$ cat config.mk
export PLATFORM = sky130hd
export DESIGN_NAME = page_replacement_policy_unit
export DESIGN_NICKNAME = d
export VERILOG_FILES = /design/src/sv/prp_pkg.sv /design/src/sv/prp_select.sv /design/src/sv/prp_frames.sv /design/src/sv/page_replacement_policy_unit.sv
export SDC_FILE = /design/constraint.sdc
export NUM_CORES = 1
export LEC_CHECK = 0
export BUFFER_PORTS_ARGS = -buffer_cell sky130_fd_sc_hd__buf_2
export CAP_MARGIN = 20
export CORE_UTILIZATION = 68
export DETAILED_ROUTE_END_ITERATION = 8
export PLACE_DENSITY = 0.87
export SLEW_MARGIN = 15
export SYNTH_ARGS = -nofsm -noshare
export SYNTH_HDL_FRONTEND = slang
export SYNTH_SLANG_ARGS = --single-unit
$ cat constraint.sdc
create_clock -name clk -period 25.5 [get_ports clk]
set_clock_uncertainty 0.2 [all_clocks]
set_input_delay 3.825 -clock clk [delete_from_list [all_inputs] [get_ports clk]]
set_output_delay 3.825 -clock clk [all_outputs]
set_load 0.02 [all_outputs]
$ cat src/sv/prp_pkg.sv
`default_nettype none
// ----------------------------------------------------------------------------
// Page replacement policy - shared package
// Widths, register and policy codes, frame state view and update decision.
// ----------------------------------------------------------------------------
package prp_pkg;

	localparam int NUM_FRAMES     = 8;
	localparam int PAGE_BITS      = 16;
	localparam int SLOT_BITS      = 3;
	localparam int COUNT_BITS     = 4;
	localparam int RANK_BITS      = 3;
	localparam int FAULT_BITS     = 16;
	localparam int CFG_INDEX_BITS = 1;
	localparam int CFG_DATA_BITS  = 4;

	// register indexes
	localparam logic [CFG_INDEX_BITS-1:0] REG_POLICY_MODE   = 1'b0;
	localparam logic [CFG_INDEX_BITS-1:0] REG_FRAMES_IN_USE = 1'b1;

	// policy codes; the unused code behaves as FIFO
	localparam logic [1:0] POLICY_FIFO  = 2'd0;
	localparam logic [1:0] POLICY_LRU   = 2'd1;
	localparam logic [1:0] POLICY_CLOCK = 2'd2;

	typedef logic [PAGE_BITS-1:0]                  page_t;
	typedef logic [SLOT_BITS-1:0]                  slot_t;
	typedef logic [RANK_BITS-1:0]                  rank_t;
	typedef logic [COUNT_BITS-1:0]                 count_t;
	typedef logic [FAULT_BITS-1:0]                 fault_t;
	typedef logic [NUM_FRAMES-1:0]                 frame_mask_t;
	typedef logic [NUM_FRAMES-1:0][PAGE_BITS-1:0]  page_vec_t;
	typedef logic [NUM_FRAMES-1:0][RANK_BITS-1:0]  rank_vec_t;

	// frame state as seen by the decision logic
	typedef struct packed {
		frame_mask_t valid;
		frame_mask_t use_bits;
		page_vec_t   pages;
		rank_vec_t   ranks;
		slot_t       hand;
	} frame_view_t;

	// what one reference does to the frame state
	typedef struct packed {
		logic        hit;
		logic        load;
		logic        evict;
		slot_t       slot;
		page_t       ev_page;
		frame_mask_t age_mask;
		frame_mask_t use_clr;
		logic        hand_wr;
		slot_t       hand_new;
		logic        rank_zero;
	} decision_t;

	// lowest set bit of a frame mask, zero when empty
	function automatic slot_t lowest_set(input frame_mask_t v);
		slot_t r;
		r = '0;
		for (int i = NUM_FRAMES - 1; i >= 0; i--) begin
			if (v[i]) begin
				r = slot_t'(i);
			end
		end
		return r;
	endfunction

endpackage
`default_nettype wire

$ cat src/sv/prp_select.sv
`default_nettype none
// ----------------------------------------------------------------------------
// Page replacement policy - slot selection
// Hit match, lowest empty frame, rank victim and clock rotating encoder.
// ----------------------------------------------------------------------------
module prp_select (
	input  var prp_pkg::frame_view_t view,
	input  var prp_pkg::page_t       page,
	input  var logic [1:0]           policy,
	input  var prp_pkg::count_t      n,
	output var prp_pkg::decision_t   dec
);
	import prp_pkg::*;

	frame_mask_t managed, match, empty, cand, upper, clr, age;
	slot_t       hand_eff, hit_slot, fill_slot, clk_slot, rank_slot, slot;
	rank_t       best_rank;
	logic        hit, found_empty, evict, aging_on;
	count_t      limit, nm1, slot_inc;

	always_comb begin
		nm1 = n - count_t'(1);
		for (int i = 0; i < NUM_FRAMES; i++) begin
			managed[i] = count_t'(i) < n;
		end
		hand_eff = ({1'b0, view.hand} < n) ? view.hand : '0;

		for (int i = 0; i < NUM_FRAMES; i++) begin
			match[i] = managed[i] & view.valid[i] & (view.pages[i] == page);
			empty[i] = managed[i] & ~view.valid[i];
			cand[i]  = managed[i] & ~view.use_bits[i];
			upper[i] = cand[i] & (slot_t'(i) >= hand_eff);
		end

		hit         = |match;
		hit_slot    = lowest_set(match);
		found_empty = |empty;
		fill_slot   = lowest_set(empty);

		// clock: first clear use bit going round from the hand
		if (|upper) begin
			clk_slot = lowest_set(upper);
		end else if (|cand) begin
			clk_slot = lowest_set(cand);
		end else begin
			clk_slot = hand_eff;
		end
		for (int i = 0; i < NUM_FRAMES; i++) begin
			if (cand == '0) begin
				clr[i] = managed[i];
			end else if (clk_slot >= hand_eff) begin
				clr[i] = (slot_t'(i) >= hand_eff) && (slot_t'(i) < clk_slot);
			end else begin
				clr[i] = managed[i] && ((slot_t'(i) >= hand_eff) || (slot_t'(i) < clk_slot));
			end
		end

		// oldest rank, lowest index on a tie
		rank_slot = '0;
		best_rank = view.ranks[0];
		for (int i = 1; i < NUM_FRAMES; i++) begin
			if (managed[i] && (view.ranks[i] > best_rank)) begin
				rank_slot = slot_t'(i);
				best_rank = view.ranks[i];
			end
		end

		evict = !hit && !found_empty;
		if (hit) begin
			slot = hit_slot;
		end else if (found_empty) begin
			slot = fill_slot;
		end else if (policy == POLICY_CLOCK) begin
			slot = clk_slot;
		end else begin
			slot = rank_slot;
		end

		limit    = (!hit && found_empty) ? count_t'(NUM_FRAMES) : {1'b0, view.ranks[slot]};
		aging_on = !hit || (policy == POLICY_LRU);
		for (int i = 0; i < NUM_FRAMES; i++) begin
			age[i] = aging_on && managed[i] && (slot_t'(i) != slot) && view.valid[i]
				&& ({1'b0, view.ranks[i]} < limit) && ({1'b0, view.ranks[i]} < nm1);
		end

		slot_inc = {1'b0, slot} + count_t'(1);

		dec.hit       = hit;
		dec.load      = !hit;
		dec.evict     = evict;
		dec.slot      = slot;
		dec.ev_page   = evict ? view.pages[slot] : '0;
		dec.age_mask  = age;
		dec.use_clr   = (evict && (policy == POLICY_CLOCK)) ? clr : '0;
		dec.hand_wr   = !hit && (found_empty || (policy == POLICY_CLOCK));
		dec.hand_new  = (slot_inc < n) ? slot_inc[SLOT_BITS-1:0] : '0;
		dec.rank_zero = !hit || (policy == POLICY_LRU);
	end

endmodule
`default_nettype wire

$ cat src/sv/prp_frames.sv
`default_nettype none
// ----------------------------------------------------------------------------
// Page replacement policy - frame store
// Frame registers, clock hand and fault counter; applies each decision.
// ----------------------------------------------------------------------------
module prp_frames (
	input  var logic                 clk,
	input  var logic                 arst_n,
	input  var logic                 advance,
	input  var logic                 sos,
	input  var prp_pkg::page_t       page_in,
	input  var prp_pkg::decision_t   dec,
	output var prp_pkg::frame_view_t view,
	output var prp_pkg::fault_t      fault_next
);
	import prp_pkg::*;

	frame_mask_t valid_q, use_q;
	page_vec_t   pages_q;
	rank_vec_t   ranks_q;
	slot_t       hand_q;
	fault_t      fault_q, fault_base;

	// start of sequence: frames seen as cleared for this reference
	always_comb begin
		view.pages = pages_q;
		if (sos) begin
			view.valid    = '0;
			view.use_bits = '0;
			view.ranks    = '0;
			view.hand     = '0;
			fault_base    = '0;
		end else begin
			view.valid    = valid_q;
			view.use_bits = use_q;
			view.ranks    = ranks_q;
			view.hand     = hand_q;
			fault_base    = fault_q;
		end
		if (dec.load && (fault_base != '1)) begin
			fault_next = fault_base + fault_t'(1);
		end else begin
			fault_next = fault_base;
		end
	end

	always_ff @(posedge clk or negedge arst_n) begin
		if (!arst_n) begin
			valid_q <= '0;
			use_q   <= '0;
			ranks_q <= '0;
			hand_q  <= '0;
			fault_q <= '0;
		end else if (advance) begin
			for (int i = 0; i < NUM_FRAMES; i++) begin
				valid_q[i] <= view.valid[i] | (dec.load && (dec.slot == slot_t'(i)));
				use_q[i]   <= (view.use_bits[i] & ~dec.use_clr[i]) | (dec.slot == slot_t'(i));
				if ((dec.slot == slot_t'(i)) && dec.rank_zero) begin
					ranks_q[i] <= '0;
				end else if (dec.age_mask[i]) begin
					ranks_q[i] <= view.ranks[i] + rank_t'(1);
				end else begin
					ranks_q[i] <= view.ranks[i];
				end
			end
			hand_q  <= dec.hand_wr ? dec.hand_new : view.hand;
			fault_q <= fault_next;
		end
	end

	// page numbers: read only behind a valid bit
	always_ff @(posedge clk) begin
		if (advance && dec.load) begin
			pages_q[dec.slot] <= page_in;
		end
	end

endmodule
`default_nettype wire

$ cat src/sv/page_replacement_policy_unit.sv
`default_nettype none
// ----------------------------------------------------------------------------
// Page replacement policy unit
// Tracks resident pages in a set of frames; FIFO, LRU or clock replacement.
// ----------------------------------------------------------------------------
//
//  channel   handshake              payload
//  -------   --------------------   ---------------------------------------
//  in        in_valid / in_stall    page_number, start_of_sequence
//  out       out_valid / out_stall  hit, frame_index, evicted_valid,
//                                   evicted_page, fault_total
//  cfg       cfg_write              cfg_index, cfg_data (no read-back)
//
//  One reference per cycle while out_stall is low: a beat is held in the input
//  register, the frame update and the result are settled by one pass of logic
//  and land in the frame registers and the result register at the same edge.
//  Reset clears frames, hand, fault count and selects FIFO with four frames.
//  A stalled result holds the input register; in_stall follows out_stall while both registers hold a beat.
//
module page_replacement_policy_unit (
	input  var logic                                 clk,
	input  var logic                                 arst_n,
	// configuration
	input  var logic                                 cfg_write,
	input  var logic [prp_pkg::CFG_INDEX_BITS-1:0]   cfg_index,
	input  var logic [prp_pkg::CFG_DATA_BITS-1:0]    cfg_data,
	// reference beats
	input  var logic                                 in_valid,
	output var logic                                 in_stall,
	input  var prp_pkg::page_t                       page_number,
	input  var logic                                 start_of_sequence,
	// result beats
	output var logic                                 out_valid,
	input  var logic                                 out_stall,
	output var logic                                 hit,
	output var prp_pkg::slot_t                       frame_index,
	output var logic                                 evicted_valid,
	output var prp_pkg::page_t                       evicted_page,
	output var prp_pkg::fault_t                      fault_total
);
	import prp_pkg::*;

	// configuration registers
	logic [1:0] policy_q;
	count_t     frames_in_use_q;
	count_t     n_eff;

	// input register
	logic  valid_s1;
	page_t page_s1;
	logic  sos_s1;

	// result register
	logic   out_valid_q;
	logic   hit_q;
	slot_t  frame_index_q;
	logic   evicted_valid_q;
	page_t  evicted_page_q;
	fault_t fault_total_q;

	logic        advance;
	frame_view_t view;
	decision_t   dec;
	fault_t      fault_next;

	always_ff @(posedge clk or negedge arst_n) begin
		if (!arst_n) begin
			policy_q        <= POLICY_FIFO;
			frames_in_use_q <= count_t'(4);
		end else if (cfg_write) begin
			case (cfg_index)
				REG_POLICY_MODE:   policy_q        <= cfg_data[1:0];
				REG_FRAMES_IN_USE: frames_in_use_q <= cfg_data;
				default: begin
				end
			endcase
		end
	end

	// zero frames acts as one, too many as all of them
	always_comb begin
		if (frames_in_use_q == '0) begin
			n_eff = count_t'(1);
		end else if (frames_in_use_q > count_t'(NUM_FRAMES)) begin
			n_eff = count_t'(NUM_FRAMES);
		end else begin
			n_eff = frames_in_use_q;
		end
	end

	// the input register moves on whenever the result register can take a beat
	assign advance  = valid_s1 && (!out_valid_q || !out_stall);
	assign in_stall = valid_s1 && !advance;

	always_ff @(posedge clk or negedge arst_n) begin
		if (!arst_n) begin
			valid_s1 <= 1'b0;
		end else if (!in_stall) begin
			valid_s1 <= in_valid;
		end
	end

	always_ff @(posedge clk) begin
		if (in_valid && !in_stall) begin
			page_s1 <= page_number;
			sos_s1  <= start_of_sequence;
		end
	end

	prp_select u_select (
		.view   (view),
		.page   (page_s1),
		.policy (policy_q),
		.n      (n_eff),
		.dec    (dec)
	);

	prp_frames u_frames (
		.clk        (clk),
		.arst_n     (arst_n),
		.advance    (advance),
		.sos        (sos_s1),
		.page_in    (page_s1),
		.dec        (dec),
		.view       (view),
		.fault_next (fault_next)
	);

	always_ff @(posedge clk or negedge arst_n) begin
		if (!arst_n) begin
			out_valid_q <= 1'b0;
		end else if (advance) begin
			out_valid_q <= 1'b1;
		end else if (!out_stall) begin
			out_valid_q <= 1'b0;
		end
	end

	always_ff @(posedge clk) begin
		if (advance) begin
			hit_q           <= dec.hit;
			frame_index_q   <= dec.slot;
			evicted_valid_q <= dec.evict;
			evicted_page_q  <= dec.ev_page;
			fault_total_q   <= fault_next;
		end
	end

	assign out_valid     = out_valid_q;
	assign hit           = hit_q;
	assign frame_index   = frame_index_q;
	assign evicted_valid = evicted_valid_q;
	assign evicted_page  = evicted_page_q;
	assign fault_total   = fault_total_q;

endmodule
`default_nettype wire

==> flow_summary.json <==
{
  "end_kind": "flip-flop",
  "cts_hold_buf": 0,
  "path_max_fanout": 46,
  "crit_type": "flip-flop to flip-flop",
  "fin_crit_ns": 15.56,
  "required_ns": 25.79,
  "drt-met1-wl_um": 17700,
  "clock-root-buffer": "clkbuf_16",
  "critPathMaxStageDelay_ns": 0.82,
  "start_util": 0.697,
  "ys_seq_area_frac": 0.450,
  "clock_sinks": 249,
  "die_y_um": 155,
  "die_w_um": 155,
  "synth_area_per_cell_um2": 9.58,
  "synthDistinctLibCells": 93,
  "totalWireLength_um": 51300,
  "tightest_slew_ns": 1.14,
  "overflow": 0,
  "pin_count": 66,
  "pre_cts_slack_ns": 10.07,
  "wl_met2_um": 24100,
  "r2r-start": "sos_s1$_DFFE_PP_",
  "internal_power_uw": 841,
  "clk_latency_ns": 0.57,
  "finalMaxSlewViolations": 0,
  "cts_tree": "done",
  "synthToLayoutAreaGrowth_pct": 9.51,
  "cts_resized": 0,
  "grt_max_degree": 75,
  "ant_nets": 0,
  "crit_path_top_delay_cell": "inv_2",
  "grt_pass1_wl_um": 77800,
  "gp_congestion": 1.08,
  "tns_ns": 0,
  "hold_path.class": "flip-flop to flip-flop",
  "first_pass_iters": 6,
  "synth_warnings": 0,
  "crit_path_frequent_cell": "ha_1",
  "vias": 14000,
  "r2r_cells": 62,
  "synth_edf_count": 182,
  "synthesis.nets": 1757,
  "reg2reg_slack_ns": 9.94,
  "relSlewSlack": 0.234,
  "port_buffers": 65,
  "dr_wl_met3_um": 5190,
  "synth_flop_cell": "edfxtp_1",
  "dr.max_layer_used": "met4",
  "die_area_um2": 24000,
  "rows": 55,
  "syn_inst": 1656,
  "post_cts_buffers": 0,
  "finalCritPeriodShare": 0.610,
  "drive_gt1_frac": 0.105,
  "core_area_um2": 22800,
  "via_per_inst": 6.91,
  "clkTransAtPathRegs_ns": 0.06,
  "p_seq_frac": 0.385,
  "fillerInstances": 1519,
  "max_freq_mhz": 64.3,
  "first_global_vias": 13300,
  "status": "finished, final reports clean",
  "htreeDepth": 1,
  "cts-buffers-inserted": 26,
  "drc": 0,
  "p_sw_uw": 471,
  "r2r-end": "u_frames.ranks_q[14]$_DFFE_PN0P_",
  "post_drt_wl_per_cell_um": 25.3,
  "ys_ff_latch": 249,
  "mostFrequentLayoutCells": "nand2_1 (274), edfxtp_1 (182), nand3_1 (129)",
  "drtIter0Drc": 1850,
  "cp-start-kind": "flip-flop",
  "antenna_found_initial": 0,
  "async_flop_share": 0.269,
  "gr-usage-all-layers": 0.434,
  "crit_arrival_ns": 15.85,
  "endpoint": "u_frames.ranks_q[14]$_DFFE_PN0P_",
  "setup_viol": 0,
  "grt_setup_unrepaired": "no",
  "drv_cap": 0,
  "swShare": 0.359,
  "clockPowerShare": 0.303,
  "combPwrFrac": 0.311,
  "syn_area_um2": 15900,
  "final_nets": 1801,
  "dp_hpwl_um": 35500,
  "p_leak_uw": 0.00682,
  "max-clock-path-buffers": 3,
  "final_common_cell": "nand2_1",
  "vdd_ir_drop_max_mv": 0.0578,
  "hold_viol_final": 0,
  "crit_start": "sos_s1$_DFFE_PP_",
  "finalWorstSetupSlack_ns": 9.94,
  "p_per_area_nw_per_um2": 75.5
}
routing by layer:
metal  global-route usage  up-vias
li1                     -     6172
met1                0.514     6556
met2                0.718     1034
met3               0.0751      250
met4                0.314        0
met5                    0        -
area by class of cell:
type	instances	area (um2)	share of cell area
multi-input combinational	1281	8240	0.474
sequential	249	7140	0.411
clock buffer	29	693	0.0399
timing repair buffer	92	528	0.0304
tap	313	392	0.0225
clock inverter	13	194	0.0112
inverter	50	190	0.0109
antenna	1	2.50	0.000144
synth_stat cells, drive strengths merged, types with 10 or more instances:
| master | number | area share |
|---|---|---|
| nand2 | 276 | 0.066 |
| edfxtp | 182 | 0.34 |
| nand3 | 129 | 0.041 |
| nor2 | 92 | 0.022 |
| o21ai | 82 | 0.026 |
| xor2 | 79 | 0.044 |
| ha | 74 | 0.058 |
| a21oi | 69 | 0.023 |
| xnor2 | 68 | 0.038 |
| dfrtp | 66 | 0.10 |
| clkbuf | 50 | 0.012 |
| inv | 49 | 0.012 |
| nor4 | 31 | 0.013 |
| nor2b | 28 | 0.011 |
| buf | 26 | 0.0080 |
| nand4 | 25 | 0.0099 |
| nand2b | 21 | 0.0083 |
| or4 | 18 | 0.0088 |
| o211ai | 17 | 0.0098 |
| a31oi | 15 | 0.0069 |
| and3 | 15 | 0.0062 |
| a21o | 14 | 0.0066 |
| a22o | 14 | 0.0077 |
| nor3 | 14 | 0.0044 |
| o22ai | 12 | 0.0051 |
| or3 | 12 | 0.0047 |
| a211oi | 11 | 0.0052 |
| a21boi | 11 | 0.0052 |
| o21a | 11 | 0.0052 |
| o31ai | 10 | 0.0056 |
worst min path at each step:
stage	start	to	slack, ns	depth (start not counted)
floorplan	u_frames.ranks_q[19]$_DFFE_PN0P_	u_frames.ranks_q[19]$_DFFE_PN0P_	0.24	2
global placement	u_frames.ranks_q[19]$_DFFE_PN0P_	u_frames.ranks_q[19]$_DFFE_PN0P_	0.26	2
detailed placement	u_frames.ranks_q[20]$_DFFE_PN0P_	u_frames.ranks_q[20]$_DFFE_PN0P_	0.27	2
CTS	u_frames.ranks_q[20]$_DFFE_PN0P_	u_frames.ranks_q[20]$_DFFE_PN0P_	0.28	2
global route	u_frames.ranks_q[19]$_DFFE_PN0P_	u_frames.ranks_q[19]$_DFFE_PN0P_	0.31	2
finish	u_frames.ranks_q[20]$_DFFE_PN0P_	u_frames.ranks_q[20]$_DFFE_PN0P_	0.27	2
kinds of logic (layout without fill, tap and decap cells):
kind of cell    after synthesis  after routing  synth area share
simple gates                704            704             0.217
flops                       249            249             0.450
other cells                   0              1                 0
compound gates              342            342             0.152
fa+ha+maj                    74             74            0.0583
buf+inv                     126            184            0.0319
mux                          14             14           0.00954
xor+xnor                    147            147            0.0811
flip-flops by register name (all words and copies together), names as in the netlist:
| signal | cells |
|---|---|
| evicted_page | 16 |
| u_frames.valid_q | 8 |
| valid_s1 | 1 |
| policy_q | 2 |
| u_frames.use_q | 8 |
| sos_s1 | 1 |
| hit | 1 |
| fault_total | 16 |
| u_frames.hand_q | 3 |
| out_valid | 1 |
| u_frames.fault_q | 16 |
| u_frames.ranks_q | 24 |
| u_frames.view | 128 |
| frames_in_use_q | 4 |
| evicted_valid | 1 |
| page_s1 | 16 |
| frame_index | 3 |
worst max-delay path, delay by kind of cell, from the launching register on:
kind | cells | cell delay [ns]
compound gates | 28 | 6.76
fa+ha+maj | 8 | 2.26
buf+inv | 6 | 1.95
flops | 1 | 0.37
mux | 3 | 0.98
simple gates | 17 | 2.89
power by group through the flow:
stage	clock network [uW]	logic [uW]	registers, uW
finish	398	409	506
global route	410	439	508
CTS	397	396	504
detailed placement	0	393	511
global placement	0	385	509
floorplan	0	284	500
through the flow:
stage / total power (uW) / std cells / area, um2 / hold WS (ns) / utilization
after floorplan: 784 / 1656 / 15900 / 0.242 / -
after global placement: 895 / 1985 / 16500 / 0.259 / 0.724
after detailed placement: 904 / 1985 / 16500 / 0.269 / 0.724
after CTS: 1300 / 2027 / 17400 / 0.282 / 0.763
after global routing: 1360 / 2027 / 17400 / 0.305 / 0.763
final: 1310 / 2028 / 17400 / 0.274 / 0.763
(Power assumes the default switching activity.)
